**config.mk**
```make
export PLATFORM = sky130hd
export DESIGN_NAME = hilo_multiply_divide_unit_flat
export DESIGN_NICKNAME = d
export VERILOG_FILES = /design/src/design/hmdu_pkg.sv /design/src/design/hmdu_in_if.sv /design/src/design/hmdu_out_if.sv /design/src/design/hmdu_serial_core.sv /design/src/design/hilo_multiply_divide_unit.sv /design/src/flat_wrapper.sv
export VERILOG_INCLUDE_DIRS = /design/src /design/src/design
export SDC_FILE = /design/constraint.sdc
export NUM_CORES = 1
export LEC_CHECK = 0
export ABC_AREA = 1
export BUFFER_PORTS_ARGS = -buffer_cell sky130_fd_sc_hd__buf_2
export CAP_MARGIN = 20
export CORE_MARGIN = 4
export CORE_UTILIZATION = 55
export DETAILED_ROUTE_END_ITERATION = 7
export PLACE_DENSITY = 0.76
export SLEW_MARGIN = 20
export SYNTH_ARGS = -nofsm -noshare
export SYNTH_HDL_FRONTEND = slang
export SYNTH_SLANG_ARGS = --single-unit
```
**constraint.sdc**
```tcl
create_clock -name clk_i -period 7.4 [get_ports clk_i]
set_clock_uncertainty 0.2 [all_clocks]
set_input_delay 0.37 -clock clk_i [delete_from_list [all_inputs] [get_ports clk_i]]
set_output_delay 0.37 -clock clk_i [all_outputs]
set_load 0.03 [all_outputs]
```
**src/design/assert_macros.svh**
```systemverilog
// Assertion macros shared by the multiply/divide unit.
`ifndef ASSERT_MACROS_SVH
`define ASSERT_MACROS_SVH

`ifndef SYNTHESIS

// Check a condition on every clock edge outside reset.
`define HMDU_ASSERT_ALWAYS(lbl, cond, msg) \
  lbl: assert property (@(posedge clk_i) disable iff (!rst_ni) (cond)) else $error(msg);

// Check that a trigger is followed by a condition in the next cycle.
`define HMDU_ASSERT_NEXT(lbl, trig, cond, msg) \
  lbl: assert property (@(posedge clk_i) disable iff (!rst_ni) (trig) |=> (cond)) \
    else $error(msg);

`else

`define HMDU_ASSERT_ALWAYS(lbl, cond, msg)
`define HMDU_ASSERT_NEXT(lbl, trig, cond, msg)

`endif

`endif

```
**src/design/hmdu_pkg.sv**
```systemverilog
// Types and constants of the HI/LO multiply/divide unit.
package hmdu_pkg;

  localparam int XLEN  = 32;
  localparam int CNT_W = $clog2(XLEN);

  // Operation codes carried by an input transaction
  typedef enum logic [2:0] {
    OP_MULT = 3'd0,
    OP_DIV  = 3'd1,
    OP_MFHI = 3'd2,
    OP_MFLO = 3'd3,
    OP_MTHI = 3'd4,
    OP_MTLO = 3'd5
  } op_e;

  // Top-level sequencing
  typedef enum logic {
    S_IDLE,
    S_BUSY
  } top_state_e;

  // Serial core sequencing
  typedef enum logic [2:0] {
    C_IDLE,
    C_PREP,
    C_RUN,
    C_FIX,
    C_DONE
  } core_state_e;

  // Control from the top level to the serial core
  typedef struct packed {
    logic start;
    logic ack;
    logic divide;
    logic is_signed;
  } core_ctrl_t;

  // Status from the serial core to the top level
  typedef struct packed {
    logic idle;
    logic done;
    logic div_by_zero;
  } core_stat_t;

endpackage

```
**src/design/hmdu_in_if.sv**
```systemverilog
// Input channel of the multiply/divide unit: operation and operands.
interface hmdu_in_if;
  logic        valid;
  logic        ready;
  logic [2:0]  op;
  logic        is_signed;
  logic [31:0] operand_a;
  logic [31:0] operand_b;

  modport source (output valid, output op, output is_signed, output operand_a,
                  output operand_b, input ready);
  modport sink (input valid, input op, input is_signed, input operand_a,
                input operand_b, output ready);
endinterface

```
**src/design/hmdu_out_if.sv**
```systemverilog
// Output channel of the multiply/divide unit: read data and divide fault flag.
interface hmdu_out_if;
  logic        valid;
  logic        ready;
  logic [31:0] read_data;
  logic        divide_by_zero;

  modport source (output valid, output read_data, output divide_by_zero, input ready);
  modport sink (input valid, input read_data, input divide_by_zero, output ready);
endinterface

```
**src/design/hmdu_serial_core.sv**
```systemverilog
// Radix-2 shift-and-add multiplier and restoring divider sharing one adder.
module hmdu_serial_core (
  input  logic                         clk_i,
  input  logic                         rst_ni,
  input  hmdu_pkg::core_ctrl_t         ctrl_i,
  input  logic [hmdu_pkg::XLEN-1:0]    operand_a_i,
  input  logic [hmdu_pkg::XLEN-1:0]    operand_b_i,
  output hmdu_pkg::core_stat_t         status_o,
  output logic [hmdu_pkg::XLEN-1:0]    hi_o,
  output logic [hmdu_pkg::XLEN-1:0]    lo_o
);
  import hmdu_pkg::*;

  localparam logic [CNT_W-1:0] LastStep = CNT_W'(XLEN - 1);

  core_state_e      state_q, state_d;
  logic [CNT_W-1:0] cnt_q, cnt_d;
  logic [XLEN:0]    hi_q, hi_d;       // partial product or partial remainder
  logic [XLEN-1:0]  lo_q, lo_d;       // multiplier bits or quotient bits
  logic [XLEN-1:0]  opnd_q, opnd_d;   // multiplicand or divisor
  logic             opnd_top_q, opnd_top_d;
  logic             sgn_q, sgn_d;
  logic             div_q, div_d;
  logic             neg_quo_q, neg_quo_d;
  logic             neg_rem_q, neg_rem_d;
  logic             dz_q, dz_d;

  logic [XLEN+1:0]  add_x, add_y, sum;
  logic [XLEN+1:0]  opnd_ext;
  logic             mul_sub, add_ci;

  function automatic logic [XLEN-1:0] cond_negate(input logic [XLEN-1:0] v,
                                                  input logic en);
    return en ? ((~v) + XLEN'(1)) : v;
  endfunction

  // Shared adder: add or subtract the multiplicand, or trial-subtract the divisor
  assign opnd_ext = {opnd_top_q, opnd_top_q, opnd_q};
  assign mul_sub  = !div_q && sgn_q && (cnt_q == LastStep) && lo_q[0];
  assign add_x    = div_q ? {1'b0, hi_q[XLEN-1:0], lo_q[XLEN-1]} : {hi_q[XLEN], hi_q};
  assign add_y    = div_q ? ~{2'b00, opnd_q} :
                    (lo_q[0] ? (mul_sub ? ~opnd_ext : opnd_ext) : '0);
  assign add_ci   = div_q | mul_sub;
  assign sum      = add_x + add_y + {{(XLEN+1){1'b0}}, add_ci};

  // Sequence the operation one bit per step
  always_comb begin
    state_d    = state_q;
    cnt_d      = cnt_q;
    hi_d       = hi_q;
    lo_d       = lo_q;
    opnd_d     = opnd_q;
    opnd_top_d = opnd_top_q;
    sgn_d      = sgn_q;
    div_d      = div_q;
    neg_quo_d  = neg_quo_q;
    neg_rem_d  = neg_rem_q;
    dz_d       = dz_q;
    unique case (state_q)
      C_IDLE: begin
        if (ctrl_i.start) begin
          sgn_d = ctrl_i.is_signed;
          div_d = ctrl_i.divide;
          cnt_d = '0;
          dz_d  = 1'b0;
          if (!ctrl_i.divide) begin
            hi_d       = '0;
            lo_d       = operand_b_i;
            opnd_d     = operand_a_i;
            opnd_top_d = ctrl_i.is_signed & operand_a_i[XLEN-1];
            state_d    = C_RUN;
          end else if (operand_b_i == '0) begin
            // Zero divisor: all-ones quotient, dividend as remainder
            hi_d    = {1'b0, operand_a_i};
            lo_d    = '1;
            dz_d    = 1'b1;
            state_d = C_DONE;
          end else begin
            hi_d       = '0;
            lo_d       = operand_a_i;
            opnd_d     = operand_b_i;
            opnd_top_d = 1'b0;
            neg_rem_d  = ctrl_i.is_signed & operand_a_i[XLEN-1];
            neg_quo_d  = ctrl_i.is_signed & (operand_a_i[XLEN-1] ^ operand_b_i[XLEN-1]);
            state_d    = C_PREP;
          end
        end
      end
      C_PREP: begin
        // Take magnitudes of dividend and divisor
        lo_d    = cond_negate(lo_q, neg_rem_q);
        opnd_d  = cond_negate(opnd_q, sgn_q & opnd_q[XLEN-1]);
        state_d = C_RUN;
      end
      C_RUN: begin
        if (div_q) begin
          hi_d = sum[XLEN+1] ? {hi_q[XLEN-1:0], lo_q[XLEN-1]} : sum[XLEN:0];
          lo_d = {lo_q[XLEN-2:0], ~sum[XLEN+1]};
        end else begin
          hi_d = sum[XLEN+1:1];
          lo_d = {sum[0], lo_q[XLEN-1:1]};
        end
        cnt_d = cnt_q + CNT_W'(1);
        if (cnt_q == LastStep) begin
          state_d = div_q ? C_FIX : C_DONE;
        end
      end
      C_FIX: begin
        // Restore signs of quotient and remainder
        lo_d    = cond_negate(lo_q, neg_quo_q);
        hi_d    = {1'b0, cond_negate(hi_q[XLEN-1:0], neg_rem_q)};
        state_d = C_DONE;
      end
      C_DONE: begin
        if (ctrl_i.ack) begin
          state_d = C_IDLE;
        end
      end
      default: state_d = C_IDLE;
    endcase
  end

  // Hold control state
  always_ff @(posedge clk_i or negedge rst_ni) begin
    if (!rst_ni) begin
      state_q <= C_IDLE;
      cnt_q   <= '0;
      div_q   <= 1'b0;
      sgn_q   <= 1'b0;
      dz_q    <= 1'b0;
    end else begin
      state_q <= state_d;
      cnt_q   <= cnt_d;
      div_q   <= div_d;
      sgn_q   <= sgn_d;
      dz_q    <= dz_d;
    end
  end

  // Hold datapath registers
  always_ff @(posedge clk_i) begin
    hi_q       <= hi_d;
    lo_q       <= lo_d;
    opnd_q     <= opnd_d;
    opnd_top_q <= opnd_top_d;
    neg_quo_q  <= neg_quo_d;
    neg_rem_q  <= neg_rem_d;
  end

  assign status_o.idle        = (state_q == C_IDLE);
  assign status_o.done        = (state_q == C_DONE);
  assign status_o.div_by_zero = dz_q;
  assign hi_o                 = hi_q[XLEN-1:0];
  assign lo_o                 = lo_q;

endmodule

```
**src/design/hilo_multiply_divide_unit.sv**
```systemverilog
// HI/LO multiply/divide unit, top level. Each input transaction carries an
// operation, a signed flag and two 32-bit operands and yields one output
// transaction. Reads and writes of HI and LO load the output register at the
// accepting edge, so they can follow back to back. Multiply runs 32
// shift-and-add steps; divide adds a magnitude step and a sign fix-up step
// around 32 restoring steps; a zero divisor skips all steps. The loop in the
// serial core is radix-2, one bit per cycle through a single 34-bit adder.
// A finished result waits in the core until the output register can take it.
// One operation is in flight at a time, and the next transaction is accepted
// only when the output register is free or draining.
`include "assert_macros.svh"

module hilo_multiply_divide_unit (
  input  logic       clk_i,
  input  logic       rst_ni,
  hmdu_in_if.sink    in_if,
  hmdu_out_if.source out_if
);
  import hmdu_pkg::*;

  top_state_e      state_q, state_d;
  logic [XLEN-1:0] hi_q, hi_d;
  logic [XLEN-1:0] lo_q, lo_d;
  logic            out_valid_q, out_valid_d;
  logic [XLEN-1:0] out_data_q, out_data_d;
  logic            out_dz_q, out_dz_d;
  logic            out_free, accept, load_out, is_arith;
  core_ctrl_t      core_ctrl;
  core_stat_t      core_stat;
  logic [XLEN-1:0] core_hi, core_lo;

  hmdu_serial_core u_core (
    .clk_i       (clk_i),
    .rst_ni      (rst_ni),
    .ctrl_i      (core_ctrl),
    .operand_a_i (in_if.operand_a),
    .operand_b_i (in_if.operand_b),
    .status_o    (core_stat),
    .hi_o        (core_hi),
    .lo_o        (core_lo)
  );

  assign out_free    = !out_valid_q || out_if.ready;
  assign in_if.ready = (state_q == S_IDLE) && out_free;
  assign accept      = in_if.valid && in_if.ready;
  assign is_arith    = (op_e'(in_if.op) == OP_MULT) || (op_e'(in_if.op) == OP_DIV);

  // Decode transactions and sequence the serial core
  always_comb begin
    state_d          = state_q;
    hi_d             = hi_q;
    lo_d             = lo_q;
    load_out         = 1'b0;
    out_data_d       = out_data_q;
    out_dz_d         = out_dz_q;
    core_ctrl.start  = 1'b0;
    core_ctrl.ack    = 1'b0;
    core_ctrl.divide = (op_e'(in_if.op) == OP_DIV);
    core_ctrl.is_signed = in_if.is_signed;
    unique case (state_q)
      S_IDLE: begin
        if (accept) begin
          if (is_arith) begin
            core_ctrl.start = 1'b1;
            state_d         = S_BUSY;
          end else begin
            load_out   = 1'b1;
            out_data_d = '0;
            out_dz_d   = 1'b0;
            unique case (op_e'(in_if.op))
              OP_MFHI: out_data_d = hi_q;
              OP_MFLO: out_data_d = lo_q;
              OP_MTHI: hi_d = in_if.operand_a;
              OP_MTLO: lo_d = in_if.operand_a;
              default: ;
            endcase
          end
        end
      end
      S_BUSY: begin
        // Retire the core result once the output register can take it
        if (core_stat.done && out_free) begin
          core_ctrl.ack = 1'b1;
          hi_d          = core_hi;
          lo_d          = core_lo;
          load_out      = 1'b1;
          out_data_d    = '0;
          out_dz_d      = core_stat.div_by_zero;
          state_d       = S_IDLE;
        end
      end
      default: state_d = S_IDLE;
    endcase
  end

  assign out_valid_d = load_out | (out_valid_q & ~out_if.ready);

  // Hold state, HI, LO and the output valid flag
  always_ff @(posedge clk_i or negedge rst_ni) begin
    if (!rst_ni) begin
      state_q     <= S_IDLE;
      out_valid_q <= 1'b0;
      hi_q        <= '0;
      lo_q        <= '0;
    end else begin
      state_q     <= state_d;
      out_valid_q <= out_valid_d;
      hi_q        <= hi_d;
      lo_q        <= lo_d;
    end
  end

  // Hold the output payload
  always_ff @(posedge clk_i) begin
    out_data_q <= out_data_d;
    out_dz_q   <= out_dz_d;
  end

  assign out_if.valid          = out_valid_q;
  assign out_if.read_data      = out_data_q;
  assign out_if.divide_by_zero = out_dz_q;

  `HMDU_ASSERT_ALWAYS(a_ready_core_idle, !in_if.ready || core_stat.idle, "ready while core busy")
  `HMDU_ASSERT_NEXT(a_start_busy, accept && is_arith, state_q == S_BUSY, "arith op not started")
  `HMDU_ASSERT_NEXT(a_retire_out, (state_q == S_BUSY) && core_stat.done && out_free, out_valid_q && core_stat.idle, "core result not retired")
  `HMDU_ASSERT_ALWAYS(a_dz_no_data, !(out_valid_q && out_dz_q) || (out_data_q == '0), "fault with read data")

endmodule

```
**src/flat_wrapper.sv**
```systemverilog
// flat-port wrapper written by rule: the top's interface ports become plain ports
module hilo_multiply_divide_unit_flat import hmdu_pkg::*;
  (clk_i, rst_ni, in_if_valid, in_if_op, in_if_is_signed, in_if_operand_a, in_if_operand_b, in_if_ready, out_if_valid, out_if_read_data, out_if_divide_by_zero, out_if_ready);
  hmdu_in_if in_if_i ();
  hmdu_out_if out_if_i ();
  input  logic clk_i;
  input  logic rst_ni;
  input wire logic [$bits(in_if_i.valid)-1:0] in_if_valid;
  input wire logic [$bits(in_if_i.op)-1:0] in_if_op;
  input wire logic [$bits(in_if_i.is_signed)-1:0] in_if_is_signed;
  input wire logic [$bits(in_if_i.operand_a)-1:0] in_if_operand_a;
  input wire logic [$bits(in_if_i.operand_b)-1:0] in_if_operand_b;
  output wire logic [$bits(in_if_i.ready)-1:0] in_if_ready;
  output wire logic [$bits(out_if_i.valid)-1:0] out_if_valid;
  output wire logic [$bits(out_if_i.read_data)-1:0] out_if_read_data;
  output wire logic [$bits(out_if_i.divide_by_zero)-1:0] out_if_divide_by_zero;
  input wire logic [$bits(out_if_i.ready)-1:0] out_if_ready;
  assign in_if_i.valid = in_if_valid;
  assign in_if_i.op = in_if_op;
  assign in_if_i.is_signed = in_if_is_signed;
  assign in_if_i.operand_a = in_if_operand_a;
  assign in_if_i.operand_b = in_if_operand_b;
  assign in_if_ready = in_if_i.ready;
  assign out_if_valid = out_if_i.valid;
  assign out_if_read_data = out_if_i.read_data;
  assign out_if_divide_by_zero = out_if_i.divide_by_zero;
  assign out_if_i.ready = out_if_ready;
  hilo_multiply_divide_unit u_core (.clk_i(clk_i), .rst_ni(rst_ni), .in_if(in_if_i), .out_if(out_if_i));
endmodule
```
==> metrics.md, run 1 <==
| Metric | Value |
|---|---|
| Synth Instances | `2526` |
| 1st-iter DRT viols | `2980` |
| DRT Pass-1 Iters | `8` |
| Maximum vdd drop | `0.000273 V` |
| Fillcell total | `2828` |
| Hold Path Class | `in -> reg` |
| Hpwl dp | `52200 um` |
| Top cell by count, worst path | `nand2_1` |
| CTS tree | `yes` |
| Final cell count without fillers | `2987` |
| Die width | `183 um` |
| Worst-path clk slew | `0.06 ns` |
| Synth top area cells | `edfxtp_1 24%, nand2_1 15%, dfrtp_1 11%` |
| Synth unique cells | `52` |
| Leak Pwr | `0.00826 uW` |
| Fin Setup TNS | `0 ns` |
| Io pins | `107` |
| NetSw | `5610 uW` |
| DRT antenna net count | `0` |
| Worst slew pin tran | `0.967 ns` |
| Final GP Congestion | `1.03` |
| Main synth FF type | `edfxtp_1` |
| Gr usage total | `40.0%` |
| First-pass GRT wire length | `104000 um` |
| Synthesized cell area | `16900 sq um` |
| Root Buffer | `clkbuf_16` |
| Worst path max stage delay | `0.76 ns` |
| TritonCTS buffer count | `25` |
| Post_cts resized | `0` |
| Vias in the first global route | `17400` |
| Critical path type | `reg -> reg` |
| Row count | `63` |
| Synthesized net count | `2637` |
| Synth Register Bits | `210` |
| Postcts setup bufs | `0` |
| WP data arrival | `5.64 ns` |
| Pwr Density | `547 nW/um^2` |
| Sw Share | `55.5%` |
| CP startpoint kind | `flop` |
| R2R setup slack | `1.93 ns` |
| Cell taking the most area after synthesis | `edfxtp_1` |
| Clock sinks | `210` |
| Core Region | `30000 sq um` |
| Register area | `5920 sq um` |
| Worst path cell trace | `ha_1 > nand2_1 > nor2_1 > ha_1 > nand2_1 > nand3_1 > buf_4 > a21oi_1 > ha_1 > nand2_1 > nand2_1 > nand2_1 > nand2_1 > a21oi_1 > nor2_1 > nor2_4 > nand3_2 > nand3_1 > nand3_1 > a21oi_1` |
| Max stage delay cell, worst path | `nand3_2` |
| Vias per cell | `6.43` |
| Tmin final | `5.47 ns` |
| Die Ht | `183 um` |
| H-tree depth | `1` |
| Avg Synthesized Cell Area | `6.67 sq um` |
| Max-Slew Margin vs Limit | `35.4%` |
| Setup Viol. Count Final | `0` |
| Multi-input logic area | `9260 sq um` |
| MaxCap Viol Count | `0` |
| P&R area growth vs syn | `9.78%` |
| DR vias | `19200` |
| Fraction of layout cells with a size suffix above 1 | `8.75%` |
| Detailed-route DRC error count | `0` |
| WP data required | `7.57 ns` |
| Fin. max-slew vios | `0` |
| Register area share after synthesis | `35.1%` |
| Initial antenna violation count | `4` |
| RSZ-0062 raised after global routing | `false` |
| Largest net degree at the start of global routing | `78` |
| Worst Path Max Fanout | `33` |
| Synth top cells by count | `658 x nand2_1, 310 x inv_1, 282 x nor2_1, 264 x nand3_1, 166 x o21ai_0` |
| Clock insertion delay at the later pin of the skew report | `0.54 ns` |
| Hold Fails Final Rpt | `0` |
| Initial Utilization | `56.3%` |
| Post-synth EDFFs | `133` |
| Async S/R FF share, synth | `36.7%` |
| Most common cell in the netlist | `nand2_1` |
| Warnings from Yosys | `0` |
| CTS Buffer Depth | `3` |
| Die ar. | `33500 sq um` |
| Post-layout nets | `2685` |
| Result of the run | `finished clean` |
| Critical Path End Type | `flop` |
| Routed len/inst | `23.3 um` |
| Int Power | `4500 uW` |
| Dpl cells | `2931` |
| Overflow after GRT | `0` |
| Clock share of power | `12.4%` |
| WL final | `69700 um` |
| Top cell type's share of synthesized area | `23.7%` |
| Cts hold-fix bufs | `4` |
| Port Buffers | `106` |
| Final period utilization | `74.0%` |
| Max Clk Rate | `183 MHz` |
| Comb pwr share | `62.7%` |
| Sequential power share | `24.9%` |
==> flip-flops by register name, indices dropped and copies added, names as in the netlist <==
register / cells
u_core.u_core.hi_q: 33
u_core.u_core.neg_rem_q: 1
u_core.out_if.valid: 1
u_core.u_core.opnd_q: 32
u_core.u_core.cnt_q: 5
u_core.lo_q: 32
u_core.u_core.dz_q: 1
u_core.u_core.state_q: 3
u_core.u_core.neg_quo_q: 1
u_core.hi_q: 32
u_core.u_core.lo_o: 32
u_core.out_if.read_data: 32
u_core.u_core.sgn_q: 1
u_core.state_q: 1
u_core.out_if.divide_by_zero: 1
u_core.u_core.div_q: 1
u_core.u_core.opnd_top_q: 1
==> power by group through the flow <==
stage | logic [uW] | registers, uW | clock network (uW)
detailed placement | 6040 | 2490 | 0
global route | 6860 | 2540 | 1300
floorplan | 4310 | 2290 | 0
global placement | 5980 | 2480 | 0
CTS | 6090 | 2470 | 1250
finish | 6340 | 2520 | 1250
==> cells by family after synthesis <==
family          share of synthesized area [%]
xor+xnor                                 1.40
simple gates                             33.8
fa+ha+maj                                2.98
compound gates                           16.5
flops                                    35.1
buf+inv                                  10.2
==> final timing paths <==
kind                                        startpoint                      to  cells past startpoint
max in group asynchronous                       rst_ni         u_core.lo_q[15]                      3
min in group asynchronous                       rst_ni  u_core.u_core.cnt_q[0]                      2
worst max-delay path            u_core.u_core.cnt_q[0]   u_core.u_core.hi_q[5]                     20
worst max register to register  u_core.u_core.cnt_q[0]   u_core.u_core.hi_q[5]                     20
worst min-delay path                in_if_operand_a[0]          u_core.hi_q[0]                      3
worst min register to register  u_core.u_core.cnt_q[4]  u_core.u_core.cnt_q[4]                      2
==> metal layers <==
metal  GRT usage, %  vias up  share of wire (%)
met5           2.29        -               0.18
met4           18.9        4                6.0
met3           10.2      262                 14
met2           58.9     1482                 42
met1           55.1     8872                 38
li1               -     8589                  -
==> metrics by stage <==
stage               util [%]  worst slack [ns]  power (uW)  instance area, sq um  hold WS, ns
floorplan                  -              3.37        6610                 16900       -0.126
CTS                     61.5              1.93        9810                 18400      0.00145
finish                  61.8              1.93       10100                 18500       0.0213
detailed placement      58.6              2.01        8520                 17600        0.313
global route            61.7              1.72       10700                 18500       0.0142
global placement        58.6              2.16        8460                 17600        0.311
==> worst max-delay path: cells and delay by family, from the launching register on <==
kind | cells | cell delay, ns
flops | 1 | 0.41
simple gates | 13 | 2.79
compound gates | 3 | 0.65
buf+inv | 1 | 0.48
fa+ha+maj | 3 | 0.75
==> cells in the final DEF (no fill, tap or decap), types with 26 or more instances in the layout <==
cell | Yosys | final
nand3_1 | 264 | 264
a31oi_1 | 72 | 72
inv_1 | 310 | 309
clkbuf_16 | 0 | 26
o22ai_1 | 32 | 32
ha_1 | 37 | 37
nor2_1 | 282 | 280
a21oi_1 | 139 | 139
dfrtp_1 | 77 | 75
nand4_1 | 39 | 39
nand2_1 | 658 | 656
edfxtp_1 | 133 | 133
buf_2 | 39 | 105
o21ai_0 | 166 | 166
==> area by class of cell <==
class	instances	share of cell area, %
Multi-Input combinational cell	1879	50.0
Sequential cell	210	32.0
Inverter	326	6.63
Timing Repair Buffer	132	4.19
Clock buffer	34	3.78
Tap cell	390	2.64
Clock inverter	12	0.663
Antenna cell	4	0.0541
Power figures use the tool's default switching activity.
==> inputs of run 2 (changes only) <==
--- a/config.mk
+++ b/config.mk
@@ -6,13 +6,13 @@
 export SDC_FILE = /design/constraint.sdc
 export NUM_CORES = 1
 export LEC_CHECK = 0
-export ABC_AREA = 1
+export ABC_AREA = 0
 export BUFFER_PORTS_ARGS = -buffer_cell sky130_fd_sc_hd__buf_2
 export CAP_MARGIN = 20
 export CORE_MARGIN = 4
 export CORE_UTILIZATION = 55
 export DETAILED_ROUTE_END_ITERATION = 7
-export PLACE_DENSITY = 0.76
+export PLACE_DENSITY = 0.8
 export SLEW_MARGIN = 20
 export SYNTH_ARGS = -nofsm -noshare
 export SYNTH_HDL_FRONTEND = slang
==> constraint.sdc (replaced) <==
create_clock -name clk_i -period 4.9 [get_ports clk_i]
set_clock_uncertainty 0.2 [all_clocks]
set_input_delay 0.245 -clock clk_i [delete_from_list [all_inputs] [get_ports clk_i]]
set_output_delay 0.245 -clock clk_i [all_outputs]
set_load 0.03 [all_outputs]
==> metrics.md, run 2 <==
| Metric | Value |
|---|---|
| Result of the run | `finished clean (unchanged)` |
| Sequential power share | `48.1% (was 24.9%)` |
| P&R area growth vs syn | `15.6% (was 9.78%)` |
| Warnings from Yosys | `0 (unchanged)` |
| Max-Slew Margin vs Limit | `31.9% (was 35.4%)` |
| Leak Pwr | `0.00668 uW (was 0.00826 uW)` |
| First-pass GRT wire length | `75800 um (was 104000 um)` |
| Synth unique cells | `70 (was 52)` |
| Routed len/inst | `21.6 um (was 23.3 um)` |
| Complex-gate fraction of the synthesized area | `21.4% (was 16.5%)` |
| Hold Path Class | `in -> reg (unchanged)` |
| Synth top area cells | `edfxtp_1 26%, dfrtp_1 13%, a21oi_1 6.6% (was edfxtp_1 24%, nand2_1 15%, dfrtp_1 11%)` |
| Setup Viol. Count Final | `0 (unchanged)` |
| Worst Path Max Fanout | `21 (was 33)` |
| Core Region | `27200 sq um (was 30000 sq um)` |
| Synthesized net count | `1873 (was 2637)` |
| Fin. max-slew vios | `0 (unchanged)` |
| Postcts setup bufs | `0 (unchanged)` |
| Maximum vdd drop | `0.000184 V (was 0.000273 V)` |
| RR Endpoint | `u_core.u_core.hi_q[9] (was u_core.u_core.hi_q[5])` |
| CTS tree | `yes (unchanged)` |
| Routing usage on met3 | `5.19% (was 10.2%)` |
| Comb pwr share | `5.6% (was 62.7%)` |
| Final instance area | `17700 sq um (was 18500 sq um)` |
| Main synth FF type | `edfxtp_1 (unchanged)` |
| Hpwl dp | `34100 um (was 52200 um)` |
| WL final | `48800 um (was 69700 um)` |
| Largest net degree at the start of global routing | `99 (was 78)` |
| WP data required | `4.98 ns (was 7.57 ns)` |
| Hold EP | `u_core.u_core.lo_o[9] (was u_core.hi_q[0])` |
| Tmin final | `4.67 ns (was 5.47 ns)` |
| CTS Buffer Depth | `3 (unchanged)` |
| Clock insertion delay at the later pin of the skew report | `0.53 ns (was 0.54 ns)` |
| Final period utilization | `95.3% (was 74.0%)` |
| R2R cell count | `18 (was 20)` |
| Critical Path End Type | `flop (unchanged)` |
| Critical path type | `reg -> reg (unchanged)` |
| Gr usage total | `30.5% (was 40.0%)` |
| Most common cell in the netlist | `a21oi_1 (was nand2_1)` |
| Most frequent cells in the layout | `198 x a21oi_1, 191 x nor2_1, 143 x o21ai_0 (was 656 x nand2_1, 309 x inv_1, 280 x nor2_1)` |
| Placed instance area | `16200 sq um (was 17600 sq um)` |
| Avg Synthesized Cell Area | `8.68 sq um (was 6.67 sq um)` |
| Die ar. | `30500 sq um (was 33500 sq um)` |
| Row count | `60 (was 63)` |
| Root Buffer | `clkbuf_16 (unchanged)` |
| DRT antenna net count | `0 (unchanged)` |
| Detailed-route DRC error count | `0 (unchanged)` |
| Grt met2 use | `46.8% (was 58.9%)` |
| Worst path max stage delay | `0.42 ns (was 0.76 ns)` |
| Initial antenna violation count | `1 (was 4)` |
| XOR/XNOR Fraction of Synth Area | `6.29% (was 1.40%)` |
| Worst-path clk slew | `0.07 ns (was 0.06 ns)` |
| DRT Pass-1 Iters | `8 (unchanged)` |
| Overflow after GRT | `0 (unchanged)` |
| Pwr Density | `221 nW/um^2 (was 547 nW/um^2)` |
| Io pins | `107 (unchanged)` |
| Worst Hold Depth | `3 (unchanged)` |
| 1st-iter DRT viols | `2051 (was 2980)` |
| Mux share of post-synthesis cell area | `8.15% (was 0%)` |
| Cell taking the most area after synthesis | `edfxtp_1 (unchanged)` |
| Port Buffers | `106 (unchanged)` |
| Initial Utilization | `56.3% (about the same)` |
| Max stage delay cell, worst path | `dfrtp_1 (was nand3_2)` |
| Clock sinks | `210 (unchanged)` |
| Vias in the first global route | `13700 (was 17400)` |
| CP delay by family, top | `simple AND/OR/NAND/NOR gates (unchanged)` |
| Adder-Cell Fraction of Synth Area | `3.29% (was 2.98%)` |
| Hold Fails Final Rpt | `0 (unchanged)` |
| Register area share after synthesis | `38.7% (was 35.1%)` |
| DR vias | `14800 (was 19200)` |
| Synth Instances | `1762 (was 2526)` |
| Int Power | `2950 uW (was 4500 uW)` |
| Fraction of layout cells with a size suffix above 1 | `13.8% (was 8.75%)` |
| Hold_sp | `in_if_operand_b[9] (was in_if_operand_a[0])` |
| RSZ-0062 raised after global routing | `false (unchanged)` |
| Fraction of the mapped netlist area in simple logic gates | `18.2% (was 33.8%)` |
| Critical path buffer and inverter count | `2 (was 1)` |
| R2R setup slack | `0.23 ns (was 1.93 ns)` |
| Post-layout nets | `1978 (was 2685)` |
| H-tree depth | `1 (unchanged)` |
| Most common library cell in the layout ignoring fill and taps | `a21oi_1 (was nand2_1)` |
| WP data arrival | `4.74 ns (was 5.64 ns)` |
| Final GP Congestion | `0.949 (was 1.03)` |
| Critical Path Source | `u_core.u_core.cnt_q[0] (unchanged)` |
| Post-synth EDFFs | `133 (unchanged)` |
| GR peak layer | `met2 (unchanged)` |
| Synth top cells by count | `202 x a21oi_1, 195 x nor2_1, 146 x o21ai_0, 144 x nand2_1, 133 x edfxtp_1 (was 658 x nand2_1, 310 x inv_1, 282 x nor2_1, 264 x nand3_1, 166 x o21ai_0)` |
| CP startpoint kind | `flop (unchanged)` |
| Die width | `175 um (was 183 um)` |
| TritonCTS buffer count | `24 (was 25)` |
| Vias per cell | `6.56 (was 6.43)` |
| MaxCap Viol Count | `0 (unchanged)` |
| M1 GR Usage | `43.1% (was 55.1%)` |
| Worst slew pin tran | `1.02 ns (was 0.967 ns)` |
| Async S/R FF share, synth | `36.7% (unchanged)` |
| Fin Setup TNS | `0 ns (unchanged)` |
| Reg2Reg Launch Point | `u_core.u_core.cnt_q[0] (unchanged)` |
| Synthesized cell area | `15300 sq um (was 16900 sq um)` |
| Synth Register Bits | `210 (unchanged)` |
| Die Ht | `175 um (was 183 um)` |
| Clock share of power | `46.3% (was 12.4%)` |
| Max Clk Rate | `214 MHz (was 183 MHz)` |
| Largest register FFs | `33 (unchanged)` |
| Most flops, register | `u_core.u_core.hi_q (unchanged)` |
| Top cell by count, worst path | `ha_1 (was nand2_1)` |
| Top cell type's share of synthesized area | `26.1% (was 23.7%)` |
| Sw Share | `24.5% (was 55.5%)` |
| Worst path cell trace | `ha_1 > and3_1 > ha_1 > nand2_2 > nand3_1 > buf_4 > a21oi_1 > ha_1 > and4_1 > and3_1 > nor2b_1 > nand2_1 > a21oi_1 > nand3b_1 > buf_4 > mux2i_1 > a211oi_1 > a221o_1 (was ha_1 > nand2_1 > nor2_1 > ha_1 > nand2_1 > nand3_1 > buf_4 > a21oi_1 > ha_1 > nand2_1 > nand2_1 > nand2_1 > nand2_1 > a21oi_1 > nor2_1 > nor2_4 > nand3_2 > nand3_1 > nand3_1 > a21oi_1)` |
| NetSw | `960 uW (was 5610 uW)` |
| Main combinational cell family by area after synthesis | `compound AO/OA/AOI/OAI gates (was simple AND/OR/NAND/NOR gates)` |
## run 2: per-layer routing
| metal | share of wire [%] | vias to the layer above |
|---|---|---|
| li1 | - | 6731 |
| met1 | 40 | 6846 |
| met2 | 44 | 1050 |
| met3 | 12 | 189 |
| met4 | 4.5 | 0 |
| met5 | 0 | - |
## run 2: cell type report
class / instances / area, sq um
clock buffer: 26 / 639
antenna: 1 / 2.50
tap: 372 / 465
clock inverter: 18 / 151
inverter: 26 / 97.6
timing repair buffer: 209 / 1510
fill: 2142 / 9500
sequential: 210 / 5930
multi-input combinational: 1396 / 8880
## run 2: worst reg2reg max path, stage by stage, from the launching register on
cell and delay [ns]:
dfrtp_1 0.42, ha_1 0.24, and3_1 0.19, ha_1 0.21
nand2_2 0.16, nand3_1 0.16, buf_4 0.25, a21oi_1 0.27
ha_1 0.29, and4_1 0.24, and3_1 0.18, nor2b_1 0.22
nand2_1 0.07, a21oi_1 0.10, nand3b_1 0.20, buf_4 0.32
mux2i_1 0.27, a211oi_1 0.11, a221o_1 0.33
## run 2: worst max path at each step
stage                              to  cells past startpoint
4_1_cts        u_core.u_core.hi_q[25]                     18
2_1_floorplan   u_core.u_core.hi_q[0]                      7
6_report        u_core.u_core.hi_q[9]                     18
5_1_grt        u_core.u_core.hi_q[31]                     18
3_3_place_gp   u_core.u_core.hi_q[25]                     18
3_5_place_dp   u_core.u_core.hi_q[25]                     18
## run 2: logic make-up (layout without fill, tap and decap cells)
family | Yosys count | in the layout
DFF | 210 | 210
adders and majority gates | 39 | 39
xor gates and xnor gates | 109 | 109
buffers and inverters | 156 | 279
AOI/OAI and AO/OA | 545 | 545
other | 0 | 1
and+or+nand+nor | 583 | 583
muxes | 120 | 120
## run 2: timing repair
item	in CTS	in global routing
hold buffers	65	0
hold endpoints to repair	156	0
resized for setup	0	12
endpoints found under the setup margin	0	28
## run 2: stage by stage
stage / total power (uW) / utilization [%] / hold slack (ns) / worst slack (ns) / instances
after detailed placement: 2080 / 59.4 / 0.247 / 0.0950 / 2147
after CTS: 3890 / 64.7 / 0.000435 / 0.0641 / 2256
after global routing: 4000 / 65.0 / 0.0116 / 0.000285 / 2258
final: 3910 / 65.0 / 0.0150 / 0.231 / 2258
after global placement: 2080 / 59.4 / 0.248 / 0.190 / 2147
after floorplan: 1980 / - / -0.251 / 0.0705 / 1762
## run 2: power groups by stage
stage	clock (uW)	sequential (uW)	combinational [uW]
after floorplan	0	1920	67.6
after global placement	0	1920	163
after detailed placement	0	1920	165
after CTS	1810	1880	207
after global routing	1900	1880	230
final	1810	1880	220
